File: src/design/assert_macros.svh
// Assertion helpers shared by mfrf_queue and mfrf_back.
`ifndef ASSERT_MACROS_SVH
`define ASSERT_MACROS_SVH

// Same-cycle implication.
`define ASSERT_IMPLIES(label, clk, rst, ante, cons) \
   label: assert property (@(posedge clk) disable iff (rst) (ante) |-> (cons)) \
      else $error("assertion failed");

// Next-cycle implication.
`define ASSERT_NEXT(label, clk, rst, ante, cons) \
   label: assert property (@(posedge clk) disable iff (rst) (ante) |=> (cons)) \
      else $error("assertion failed");

`endif

File: src/design/mfrf_pkg.sv
`timescale 1ns / 1ps
package mfrf_pkg;

   localparam int CoordW = 11;
   localparam int StrideW = 8;
   localparam int QueueDepth = 2;
   localparam int PaddrW = 4;

   localparam logic [15:0] WHITE_MASK = 16'h8410;

   localparam logic [1:0] CSR_SCREEN_WIDTH = 2'd0;
   localparam logic [1:0] CSR_SCREEN_HEIGHT = 2'd1;
   localparam logic [1:0] CSR_DIRTY_MODE = 2'd2;

   localparam logic [1:0] MODE_FULL = 2'd0;
   localparam logic [1:0] MODE_AUTO = 2'd2;

   typedef enum logic [1:0] {
      REQ_FILL = 2'd0,
      REQ_READ = 2'd1,
      REQ_MARK = 2'd2,
      REQ_CLEAR = 2'd3
   } req_code_type;

   typedef enum logic [2:0] {
      BK_IDLE,
      BK_SETUP,
      BK_READ,
      BK_WRITE,
      BK_DONE
   } back_state_type;

   typedef struct packed {
      logic do_paint;
      logic do_read;
      logic do_mark;
      logic do_clear;
      logic white;
      logic [CoordW-1:0] x;
      logic [CoordW-1:0] y;
      logic [CoordW-1:0] w;
      logic [CoordW-1:0] h;
      logic [StrideW-1:0] stride;
      logic [14:0] addr;
   } cmd_type;

endpackage

File: src/design/mfrf_front.sv
`timescale 1ns / 1ps
module mfrf_front (
   input  logic [1:0]                    req_type,
   input  logic signed [10:0]            req_rect_x,
   input  logic signed [10:0]            req_rect_y,
   input  logic [9:0]                    req_rect_w,
   input  logic [9:0]                    req_rect_h,
   input  logic [15:0]                   req_fill_color,
   input  logic [14:0]                   req_byte_addr,
   input  logic [mfrf_pkg::CoordW-1:0]   act_w,
   input  logic [mfrf_pkg::CoordW-1:0]   act_h,
   input  logic [1:0]                    dirty_mode,
   output mfrf_pkg::cmd_type             cmd
);

   logic signed [12:0] x1;
   logic signed [12:0] y1;
   logic signed [12:0] x2;
   logic signed [12:0] y2;
   logic signed [12:0] xs;
   logic signed [12:0] ys;
   logic signed [12:0] aw;
   logic signed [12:0] ah;
   logic               hit;
   logic [11:0]        stride_sum;

   always_comb begin
      xs = {{2{req_rect_x[10]}}, req_rect_x};
      ys = {{2{req_rect_y[10]}}, req_rect_y};
      aw = {2'b00, act_w};
      ah = {2'b00, act_h};
      x2 = xs + {3'b000, req_rect_w};
      y2 = ys + {3'b000, req_rect_h};
      x1 = (xs < 13'sd0) ? 13'sd0 : xs;
      y1 = (ys < 13'sd0) ? 13'sd0 : ys;
      if (x2 > aw) begin
         x2 = aw;
      end
      if (y2 > ah) begin
         y2 = ah;
      end
      hit = (x2 > x1) && (y2 > y1);
      stride_sum = {1'b0, act_w} + 12'd7;

      cmd.x = x1[mfrf_pkg::CoordW-1:0];
      cmd.y = y1[mfrf_pkg::CoordW-1:0];
      cmd.w = 11'(x2 - x1);
      cmd.h = 11'(y2 - y1);
      cmd.stride = stride_sum[10:3];
      cmd.addr = req_byte_addr;
      cmd.white = (req_fill_color & mfrf_pkg::WHITE_MASK) != 16'h0000;
      cmd.do_paint = 1'b0;
      cmd.do_read = 1'b0;
      cmd.do_mark = 1'b0;
      cmd.do_clear = 1'b0;
      case (req_type)
         mfrf_pkg::REQ_FILL: begin
            cmd.do_paint = hit;
            cmd.do_mark = hit && (dirty_mode == mfrf_pkg::MODE_AUTO);
         end
         mfrf_pkg::REQ_READ: begin
            cmd.do_read = 1'b1;
         end
         mfrf_pkg::REQ_MARK: begin
            cmd.do_mark = hit && (dirty_mode != mfrf_pkg::MODE_FULL);
         end
         mfrf_pkg::REQ_CLEAR: begin
            cmd.do_clear = 1'b1;
         end
         default: begin
            cmd.do_clear = 1'b0;
         end
      endcase
   end

endmodule

File: config.mk
export PLATFORM = sky130hd
export DESIGN_NAME = mfrf_front
export DESIGN_NICKNAME = d
export VERILOG_FILES = /design/src/design/assert_macros.svh /design/src/design/mfrf_pkg.sv /design/src/design/mfrf_front.sv
export SDC_FILE = /design/constraint.sdc
export NUM_CORES = 1
export LEC_CHECK = 0
export ABC_AREA = 1
export BUFFER_PORTS_ARGS = -buffer_cell sky130_fd_sc_hd__buf_2
export CORE_AREA = 2 2 163 85
export DETAILED_ROUTE_END_ITERATION = 12
export DIE_AREA = 0 0 165 87
export SETUP_SLACK_MARGIN = 0.1
export SLEW_MARGIN = 40
export SYNTH_ARGS = -nofsm -noshare
export SYNTH_HDL_FRONTEND = slang
export SYNTH_SLANG_ARGS = --single-unit
File: constraint.sdc
create_clock -name vclk -period 3.9
set_input_delay 0.195 -clock vclk [all_inputs]
set_output_delay 0.195 -clock vclk [all_outputs]
set_load 0.05 [all_outputs]
## After elaboration in Yosys (flattened, before gate mapping)

Cells that the tools add are included.

| word-level totals | value |
|---|---|
| flip-flop bits (word level) | 0 |
| bits of input ports | 99 |
| output and inout bits | 72 |

| cells by class | value |
|---|---|
| $add $sub $neg | 5 |
| order comparisons | 6 |
| equality and inequality tests | 4 |
| multiplexer cells | 8 |
| reductions and logical operators | 6 |

Operators by type and width:

| cell | count |
|---|---|
| $mux 13 | 4 |
| $gt 13x13->1 | 2 |
| $add 11x11->12 | 2 |
| $gt 12x12->1 | 2 |
| $lt 11x1->1 const B | 2 |
| $sub 11x11->11 | 2 |
| $reduce_bool 16->1 | 1 |
| $add 11x3->11 const B | 1 |
| $eq 2x2->1 const B | 3 |
| $logic_and 1x1->1 | 3 |
| $mux 1 | 3 |
| $eq 2x1->1 const B | 1 |
| $logic_not 2->1 | 1 |
| $pmux 1 s2 | 1 |
| $reduce_bool 2->1 | 1 |

## Logic depth before layout (Yosys ltp)

| depth | value |
|---|---|
| depth after elaboration | 7 |
| mapped depth | 32 |

## Least setup slack after synthesis

OpenSTA, ideal clock, no wires.

| timing | value |
|---|---|
| path type | input -> output |
| start | input req_rect_y[2] |
| end | output cmd[33] (netlist name) |
| arrival | 4.459 ns |
| required time | 3.705 ns |
| slack | -0.754 ns |
| stages | 27 |
| path buffers | 1 |
| cell sequence | ha_1 nand3_1 nand3_1 a21boi_1 o21ai_1 a31oi_1 xor2_1 inv_1 ha_1 nand2_1 inv_1 nand2_1 nand2_1 nand2_1 nand2_1 nand3_4 buf_6 nand2_1 o21ai_1 ha_1 fa_1 o21ai_0 nand2_1 o211ai_1 a21o_1 a21oi_1 xor2_1 |

RTL lines:

| what | line | RTL |
|---|---|---|
| from (decl) | mfrf_front.sv:5 | `input logic signed [10:0] req_rect_y,` |
| to (decl) | mfrf_front.sv:13 | `output mfrf_pkg::cmd_type cmd` |

==> impl_metrics.ini <==
[run_status]
outcome = finished with violations
failed_checks = negative setup slack

[cells_and_area]
finalNonFillerCells = 992
register_area_um2 = 0
finalNetCount = 983
n_antenna_cell = 0
proportion_of_layout_cells_with_a_drive_suffix_above_1_pct = 60.5
finish.instance_area_um2 = 6710
num-clock-buffers = 0
flow.area_growth_from_synthesis_pct = 110
fillerInstances = 1259
layout.sequential_cells = 0

[die]
placeableCoreArea_um2 = 13100
dieWidth_um = 165
die_area_um2 = 14400
std_cell_rows = 30
die_h_um = 87
io-pin-count = 171
initial_core_utilization_pct = 24.4

[route]
routed_wl_um = 14100
remaining_drc_errors = 0
route.detailed.vias_per_inst = 4.44
vias = 4409
post_drt_wl_per_cell_um = 14.2
detail-route-antenna-nets = 0
first_drt_pass_iteration_count = 5
drt_iter0_markers = 201

[timing]
finalCritPeriodShare_pct = 114
postLayoutSetupSlackWorst_ns = -0.550
timing.final.hold_violations = 0
fin_hold_ws_ns = 0.390
report.final.slew_viol_count = 0
min_period_ns = 4.45
setup_violations = 17
maximum_achievable_frequency_mhz = 225
unrepaired_setup_endpoints_after_global_routing = true

[place]
place.port_buffers = 126
postPlaceCellArea_um2 = 5330
detailedPlacementHpwl_um = 11200
routability_congestion_estimate = 0.934
post-place-cells = 943

[global_route]
global_route.overflow_total = 0
number_of_antenna_violations_at_the_first_check_in_global_routing = 0
grt_pass1_vias = 4040
global_route_wire_length_before_repair_um = 20800
grt_usage_pct = 18.2
grt_max_degree = 11

[setup_path]
cp-endpoint = cmd[44]
setup.worst_path.start = req_rect_x[2]
crit_type = in -> out
cp-end-kind = output pin
timing.critical_path.fanout_max = 6
worst-endpoint-required_ns = 3.70
critPathLaunchType = input port
worst_ep_arrival_time_ns = 4.26

[clocking]
cts.hold.buffers_added = 0

[yosys]
netlist_top_cells_area = ha_1 24%, nand2_1 15%, inv_1 11%
synth_top_area_cell = ha_1
yosys_warnings = 0
synth_area_per_cell_um2 = 6.10
netlist_area_um2 = 3200
ys_types = 37
yosysSeqAreaShare_pct = 0
postSynthCellCount = 524
yosys_top_cell_area_share_pct = 24.3

[pwr]
p_leak_nw = 3.50
powerDensity_nw_per_um2 = 524
design_power_total_mw = 3.51
largest_voltage_drop_on_the_vdd_net_v = 0.000586

[worst_hold_path]
path_class_of_the_lowest_slack_min_delay_path = in -> out

[run]
maxCapViolations = 0
-- layout make-up --
class	instances	area, um2	share of cell area, %
inverter	98	373	5.56
multi-input combinational	408	3770	56.3
tap	176	220	3.28
timing repair buffer	310	2340	34.9
-- cell usage after synthesis (4+ instances only) --
cell type / number
nand3_1: 17
nor3_1: 6
fa_1: 4
nand4_1: 10
o21ai_1: 16
nor2_1: 38
buf_4: 18
a21oi_1: 37
o21ai_0: 15
ha_1: 62
xor2_1: 28
nand2_1: 126
xnor2_1: 12
a31oi_1: 4
inv_1: 93
inv_2: 5
-- layer usage --
| layer | wire, um | global-route usage, % | part of all wire (%) | vias to the layer above |
|---|---|---|---|---|
| met5 | 0 | 0 | 0 | - |
| met4 | 49 | 1.03 | 0.35 | 0 |
| met3 | 756 | 1.14 | 5.4 | 4 |
| met2 | 5480 | 24.9 | 39 | 128 |
| met1 | 7790 | 30.9 | 55 | 2015 |
| li1 | - | - | - | 2262 |
-- worst min path at each step --
stage | cells past startpoint | slack (ns) | from | to
after floorplan | 1 | 0.56 | req_byte_addr[0] | cmd[0]
after global placement | 0 | 0.39 | req_byte_addr[0] | cmd[0]
after detailed placement | 0 | 0.39 | req_byte_addr[0] | cmd[0]
after CTS | 0 | 0.39 | req_byte_addr[0] | cmd[0]
after global routing | 0 | 0.39 | req_byte_addr[10] | cmd[10]
final | 0 | 0.39 | req_byte_addr[10] | cmd[10]
-- report_power, final --
part | total (mW) | switching, mW | internal, mW
Sequential | 0 | 0 | 0
Combinational | 3.51 | 1.92 | 1.59
Clock | 0 | 0 | 0
Total | 3.51 | 1.92 | 1.59
-- critical path, stage by stage --
cell	delay [ns]
buf_8	0.10
ha_4	0.28
nand3_2	0.07
nand3_2	0.07
nand2_1	0.05
nand2_1	0.06
o21ai_2	0.07
o21ai_2	0.22
xor2_1	0.12
ha_1	0.35
nand2_2	0.09
o21a_1	0.17
nand2_1	0.06
nand2_1	0.05
nand2_1	0.07
nand2_2	0.06
nand2_4	0.10
nand3_4	0.13
buf_6	0.18
o21ai_2	0.12
ha_2	0.21
fa_2	0.24
o21ai_4	0.07
nand2_1	0.06
o211ai_1	0.20
a221oi_2	0.48
xor2_4	0.18
buf_6	0.17
-- kinds of logic (layout without fill, tap and decap cells) --
logic type               count (synthesis)  count (layout)  share of synthesized area (%)
other                                    1               2                          0.117
XOR/XNOR                                41              41                           11.5
buffers and inverters                  119             408                           16.8
AO/OA/AOI/OAI                           87              87                           15.3
AND/OR/NAND/NOR                        210             212                           29.5
adder cells (fa/ha/maj)                 66              66                           26.8
-- what timing repair did --
action	CTS	global route
resized for setup	141	89
pin swaps	75	84
gates cloned	2	0
buffers inserted	37	17
setup endpoints to repair	22	23
-- cells in the final DEF (no fill, tap or decap), drive strengths merged --
cell	netlist	routed
fa	4	4
o31ai	1	1
buf	21	310
ha	62	62
o21bai	2	2
nand3b	1	1
a21o	3	3
o21a	1	1
conb	1	2
xor2	29	29
nor2	38	38
a221oi	1	1
o31a	1	1
a21oi	37	37
o21ai	33	33
nor3	10	10
xnor2	12	12
a31oi	4	4
nand2	127	127
o211ai	3	3
inv	98	98
nand4	11	11
nand3	22	24
a21boi	1	1
or3	1	1
-- metrics by stage --
stage          TNS [ns]  utilization [%]  worst slack, ns
2_1_floorplan    -0.247                -          -0.0969
3_3_place_gp      -8.29             40.7           -0.892
3_5_place_dp      -9.75             40.7           -0.896
4_1_cts           -4.91             47.2           -0.554
5_1_grt           -9.61             51.2           -0.749
6_report          -5.76             51.2           -0.550
Note: power is estimated with default switching activity, not from simulation.
