File: src/design/assert_macros.svh
// Assertion helpers shared by mfrf_queue and mfrf_back.
`ifndef ASSERT_MACROS_SVH
`define ASSERT_MACROS_SVH

// Same-cycle implication.
`define ASSERT_IMPLIES(label, clk, rst, ante, cons) \
   label: assert property (@(posedge clk) disable iff (rst) (ante) |-> (cons)) \
      else $error("assertion failed");

// Next-cycle implication.
`define ASSERT_NEXT(label, clk, rst, ante, cons) \
   label: assert property (@(posedge clk) disable iff (rst) (ante) |=> (cons)) \
      else $error("assertion failed");

`endif

File: src/design/mfrf_pkg.sv
`timescale 1ns / 1ps
package mfrf_pkg;

   localparam int CoordW = 11;
   localparam int StrideW = 8;
   localparam int QueueDepth = 2;
   localparam int PaddrW = 4;

   localparam logic [15:0] WHITE_MASK = 16'h8410;

   localparam logic [1:0] CSR_SCREEN_WIDTH = 2'd0;
   localparam logic [1:0] CSR_SCREEN_HEIGHT = 2'd1;
   localparam logic [1:0] CSR_DIRTY_MODE = 2'd2;

   localparam logic [1:0] MODE_FULL = 2'd0;
   localparam logic [1:0] MODE_AUTO = 2'd2;

   typedef enum logic [1:0] {
      REQ_FILL = 2'd0,
      REQ_READ = 2'd1,
      REQ_MARK = 2'd2,
      REQ_CLEAR = 2'd3
   } req_code_type;

   typedef enum logic [2:0] {
      BK_IDLE,
      BK_SETUP,
      BK_READ,
      BK_WRITE,
      BK_DONE
   } back_state_type;

   typedef struct packed {
      logic do_paint;
      logic do_read;
      logic do_mark;
      logic do_clear;
      logic white;
      logic [CoordW-1:0] x;
      logic [CoordW-1:0] y;
      logic [CoordW-1:0] w;
      logic [CoordW-1:0] h;
      logic [StrideW-1:0] stride;
      logic [14:0] addr;
   } cmd_type;

endpackage

File: src/design/mfrf_queue.sv
`timescale 1ns / 1ps
`include "assert_macros.svh"
module mfrf_queue (
   input  logic              clock,
   input  logic              reset,
   input  logic              push,
   input  mfrf_pkg::cmd_type push_data,
   input  logic              pop,
   output logic              full,
   output logic              not_empty,
   output mfrf_pkg::cmd_type head
);

   mfrf_pkg::cmd_type slot_ff [mfrf_pkg::QueueDepth];
   logic       wr_ptr_ff;
   logic       wr_ptr_in;
   logic       rd_ptr_ff;
   logic       rd_ptr_in;
   logic [1:0] count_ff;
   logic [1:0] count_in;

   always_comb begin
      full = count_ff == 2'(mfrf_pkg::QueueDepth);
      not_empty = count_ff != 2'd0;
      head = slot_ff[rd_ptr_ff];
      wr_ptr_in = push ? ~wr_ptr_ff : wr_ptr_ff;
      rd_ptr_in = pop ? ~rd_ptr_ff : rd_ptr_ff;
      count_in = count_ff + {1'b0, push} - {1'b0, pop};
   end

   always_ff @(posedge clock) begin
      if (reset) begin
         wr_ptr_ff <= 1'b0;
         rd_ptr_ff <= 1'b0;
         count_ff <= 2'd0;
      end else begin
         wr_ptr_ff <= wr_ptr_in;
         rd_ptr_ff <= rd_ptr_in;
         count_ff <= count_in;
      end
   end

   always_ff @(posedge clock) begin
      if (push) begin
         slot_ff[wr_ptr_ff] <= push_data;
      end
   end

   `ASSERT_IMPLIES(a_no_push_when_full, clock, reset, full, !push)
   `ASSERT_IMPLIES(a_no_pop_when_empty, clock, reset, !not_empty, !pop)

endmodule

File: config.mk
export PLATFORM = sky130hd
export DESIGN_NAME = mfrf_queue
export DESIGN_NICKNAME = d
export VERILOG_FILES = /design/src/design/mfrf_pkg.sv /design/src/design/mfrf_queue.sv
export VERILOG_INCLUDE_DIRS = /design/src /design/src/design
export SDC_FILE = /design/constraint.sdc
export NUM_CORES = 1
export LEC_CHECK = 0
export ABC_CLOCK_PERIOD_IN_PS = 4800
export BUFFER_PORTS_ARGS = -buffer_cell sky130_fd_sc_hd__buf_2
export CORE_MARGIN = 4
export CORE_UTILIZATION = 55
export CTS_BUF_LIST = sky130_fd_sc_hd__clkbuf_4 sky130_fd_sc_hd__clkbuf_8
export DETAILED_ROUTE_END_ITERATION = 8
export GPL_ROUTABILITY_DRIVEN = 0
export PLACE_DENSITY = 0.86
export SLEW_MARGIN = 20
export SYNTH_ARGS = -nofsm -noshare
export SYNTH_HDL_FRONTEND = slang
export SYNTH_SLANG_ARGS = --single-unit
File: constraint.sdc
create_clock -name clock -period 4.8 [get_ports clock]
set_input_delay 0.72 -clock clock [delete_from_list [all_inputs] [get_ports clock]]
set_output_delay 0.72 -clock clock [all_outputs]
set_load 0.03 [all_outputs]
* After elaboration in Yosys (flattened, before gate mapping)
Memory sizes are Yosys's and may differ from the RTL's. A register that Yosys moved wholly into a read port is not among the register bits.
Index checks and enable logic that the tools add are counted.
** Storage, ports and cells
- Register bits after elaboration :: 4
- Memory bits (writable) :: 144
- Output and inout bits :: 74
- Logic and storage cells :: 14
- Memories kept :: 1
** Cells by class
- Add/subtract/negate cells :: 2
- Equality and inequality tests :: 1
- Mux-type cells :: 4
- Bitwise logic cells :: 2
- Reductions and logical operators :: 1
** Memory list
- slot_ff :: words 2, width 72, read ports 1, clocked after Yosys merged registers in 1, write ports 1, line mfrf_queue.sv:14 : mfrf_pkg::cmd_type slot_ff [mfrf_pkg::QueueDepth];
** Operators with widths (number)
- 1-bit 2-to-1 mux :: 4
- 2-bit by 1-bit adder with 2-bit output :: 1
- 2-bit == test (second input constant) :: 1
- 1-bit NOT :: 2
- 2-bit nonzero test :: 1
- 2-bit by 1-bit subtractor with 2-bit output :: 1

* Logic depth before layout (Yosys ltp)
- Word-level depth :: 3
- Mapped depth :: 6
- Depth with buffers taken out :: 6

* Worst setup path before layout
Ideal clock, no wire load.
- Path kind :: input to register
- From :: input port push
- To :: memory slot_ff[0][0] (netlist bit) (enable)
- Arrival :: 3.876 ns
- Required time :: 4.289 ns
- Setup slack :: 0.413 ns
- Stages :: 1
- Path buffers :: 0
- Cells stage by stage :: nor2b_1
** On the way
- Cells in the longest elaborated chain, start to end :: 2
** RTL lines
- start, declared :: line mfrf_queue.sv:6 : input logic push,
- 1-bit 2-to-1 mux :: line mfrf_queue.sv:44 : if (push) begin
- 1-bit 2-to-1 mux (implied by the code) :: line mfrf_queue.sv:45 : slot_ff[wr_ptr_ff] <= push_data;
- end, declared :: line mfrf_queue.sv:14
Every way passes these cells.

==> impl_table.tex <==
\begin{tabular}{lr}
\hline
Metric & Value \\
\hline
\multicolumn{2}{l}{\textbf{Status}} \\
Run status & completed \\
\multicolumn{2}{l}{\textbf{Clocking}} \\
Clock Path Buffers & 2 \\
Max H-tree Level & 4 \\
Clock latency reported for the late side of the worst-skew pair & 0.42 ns \\
\# Post-CTS Setup Buffers & 0 \\
Clock-pin slew of the registers on the worst-case setup and hold paths & 0.08 ns \\
\# resized after CTS & 0 \\
Library cell used as clock root buffer & clkbuf\_8 \\
Total clock buffers created by CTS & 17 \\
TritonCTS Sinks & 149 \\
Hold-fix buffers at CTS & 0 \\
Clock tree from TritonCTS & done \\
\multicolumn{2}{l}{\textbf{Pwr}} \\
Peak ir drop on the vdd network & 0.000285 V \\
P\_leak & 2.80 nW \\
Power Total & 3.04 mW \\
PwrDens & $\sim$430 nW/um\^{}2 \\
\multicolumn{2}{l}{\textbf{Timing}} \\
Transition time of the tightest slew-check pin & 1.01 ns \\
Max Clock Skew & 0.00836 ns \\
Final setup TNS & 0 ns \\
Maximum clock rate & between 0.3 and 0.4 GHz \\
Final number of max-transition violations & 0 \\
Hold violation count in the final report & 0 \\
Worst-case headroom to the max-slew limit & 32.8\% \\
Final-report setup violation count & 0 \\
Post-layout minimum cycle time & 3.18 ns \\
PnR worst setup slack & $\sim$1.6 ns \\
Unrepaired setup endpoints after global routing & no \\
Final worst path period share & 66.2\% \\
\multicolumn{2}{l}{\textbf{Floorplanning}} \\
Height of the die & 110 um \\
Die area & approximately 12000 um\^{}2 \\
Starting density of the core & between 50\% and 60\% \\
I/O Pins & 150 \\
Core Rows & 37 \\
Floorplan core area & 10300 um\^{}2 \\
DIE WIDTH & 110 um \\
\multicolumn{2}{l}{\textbf{Logic synthesis}} \\
Warnings, synthesis & 0 \\
Post-synthesis instance total & 245 \\
Post-Syn Area per Cell & approximately 24 um\^{}2 \\
Post-Synthesis Net Count & about 320 \\
Count of different cell masters after synthesis & 14 \\
Post-synthesis sequential element count & 149 \\
Post-synthesis sequential area ratio & 76.7\% \\
Netlist Area Pre-Place & slightly below 6000 um\^{}2 \\
\multicolumn{2}{l}{\textbf{Route}} \\
Detailed-route via count & between 2000 and 3000 \\
Vias/cell & roughly 5 \\
Post-detailed-route count of antenna-violating nets & 0 \\
First-iteration detailed-routing DRC count & 129 \\
Detailed Routing Iterations Pass 1 & 4 \\
Wire length per cell after detailed routing & 17.2 um \\
Number of design rule violations left after detail routing & 0 \\
Post-detailed-routing wire length & 9.54 mm \\
\multicolumn{2}{l}{\textbf{Worst setup path}} \\
Endpoint arrival time on the critical path & 2.46 ns \\
Critical Path Source Type & register \\
R2R cell count & 2 \\
CP Class & reg2out \\
Peak fanout along the critical path & between 50 and 60 \\
Worst path max stage delay & 1.00 ns \\
Count of buffer and inverter cells on the critical path & 2 \\
Logic depth of the worst path, buffers included & 3 \\
Critical path's top delay family & flip-flops \\
Worst setup EP type & primary output \\
Slowest-stage cell, CP & dfxtp\_4 \\
Data required, critical path & 4.08 ns \\
Cell breakdown of the critical path & buf\_4 -> mux2\_4 -> buf\_2 \\
\multicolumn{2}{l}{\textbf{Worst hold path}} \\
Number of stages on the worst hold path & 1 \\
Hold WC Path Type & in2reg \\
\multicolumn{2}{l}{\textbf{Place}} \\
\# port buffers & 149 \\
Cell total after placement & 524 \\
Placed standard-cell area & between 6000 and 7000 um\^{}2 \\
Post-DP HPWL & $\sim$6.3 mm \\
Pre-CTS worst setup slack & 2.04 ns \\
\multicolumn{2}{l}{\textbf{Finish}} \\
Post-layout instance count excluding filler cells & 556 \\
Relative area change from synthesis to final layout & 21.3\% \\
Area of combinational cells with multiple inputs & $\sim$1200 um\^{}2 \\
Number of antenna repair diodes & 0 \\
Final cell area excluding filler cells & 6990 um\^{}2 \\
Sequential cell area in the final layout & about 4400 um\^{}2 \\
\# fillers & just under 700 \\
Final nets & about 490 \\
Fraction of final layout cells with drive strength greater than 1 & between 60\% and 70\% \\
\multicolumn{2}{l}{\textbf{Run}} \\
Number of violations of the max-capacitance limit & 0 \\
\multicolumn{2}{l}{\textbf{Global route}} \\
Overall track demand over capacity in global routing & around 16\% \\
Initial antenna violation count & 0 \\
Number of global-route vias before repair & 3015 \\
First-pass GRT wire length & about 15 mm \\
Largest net degree at the start of global routing & 73 \\
Remaining global-route overflow & 0 \\
\hline
\end{tabular}
flip-flops by register name (all words and copies together), names as in the netlist, named ones only:
name	flops
slot_ff	144
count_ff	2
rd_ptr_ff	1
wr_ptr_ff	1
final timing paths:
path	startpoint	end	slack [ns]
setup / recovery	register	head[65]	1.62
hold / removal	push_data[23]	slot_ff[1][23]	0.48
setup reg to reg	wr_ptr_ff	slot_ff[0][52]	2.73
hold reg to reg	rd_ptr_ff	register	0.55
stage by stage:
stage / util (%) / hold slack, ns
after floorplan: - / 0.480
final: 68.1 / 0.478
after detailed placement: 63.8 / 0.523
after global placement: 63.8 / 0.493
after CTS: 68.1 / 0.443
after global routing: 68.1 / 0.439
cells in the final DEF, fill, tap and decap left out:
cell / n
clkinv_2: 3
dfxtp_4: 1
xnor2_1: 2
and2_4: 1
nor2_1: 4
xnor3_1: 1
nor2b_4: 1
inv_1: 2
edfxtp_1: 144
mux2_2: 2
clkinv_4: 2
bufinv_16: 4
ha_1: 2
buf_2: 149
or2_2: 1
clkbuf_4: 2
clkbuf_8: 17
clkinvlp_4: 3
mux2_4: 70
dfxtp_1: 4
inv_6: 1
nor2b_1: 2
buf_4: 2
kinds of logic after synthesis:
| group | count (synthesis) | share of synthesized area, % |
|---|---|---|
| flip-flops | 149 | 76.7 |
| multiplexers | 72 | 18.6 |
| XOR/XNOR | 3 | 0.694 |
| buffers and inverters | 10 | 2.75 |
| adder cells (fa/ha/maj) | 2 | 0.434 |
| AND/OR/NAND/NOR | 9 | 0.803 |
metal layers:
metal | global-route usage, % | wire, um
met5 | 0 | 0
met4 | 5.75 | 140
met3 | 6.47 | 788
met2 | 28.5 | 5000
met1 | 17.0 | 3610
worst register-to-register path: stages, from the launching register on:
cell	delay (ns)
dfxtp_1	0.36
nor2b_4	0.68
buf_4	0.62
layout make-up:
class | instances | area share [%]
Clock inverter | 13 | 2.63
Tap cell | 136 | 2.43
Clock buffer | 19 | 3.56
Sequential cell | 149 | 63.3
Multi-Input combinational cell | 86 | 17.1
Inverter | 2 | 0.107
Timing Repair Buffer | 151 | 10.9
synthesized netlist by cell type:
master / instances / share of area [%]
edfxtp_1: 144 / 75
mux2_4: 70 / 18
buf_12: 7 / 2.4
dfxtp_1: 5 / 1.7
nor2_1: 4 / 0.26
nor2b_1: 3 / 0.33
ha_1: 2 / 0.43
inv_1: 2 / 0.13
mux2_2: 2 / 0.39
xnor2_1: 2 / 0.30
and2_1: 1 / 0.11
buf_6: 1 / 0.20
or2_2: 1 / 0.11
xnor3_1: 1 / 0.39
power by group:
part           internal, mW  switching, mW
sequential             1.52         0.0470
clock                 0.578          0.444
combinational         0.194          0.261
(Power assumes the default switching activity.)
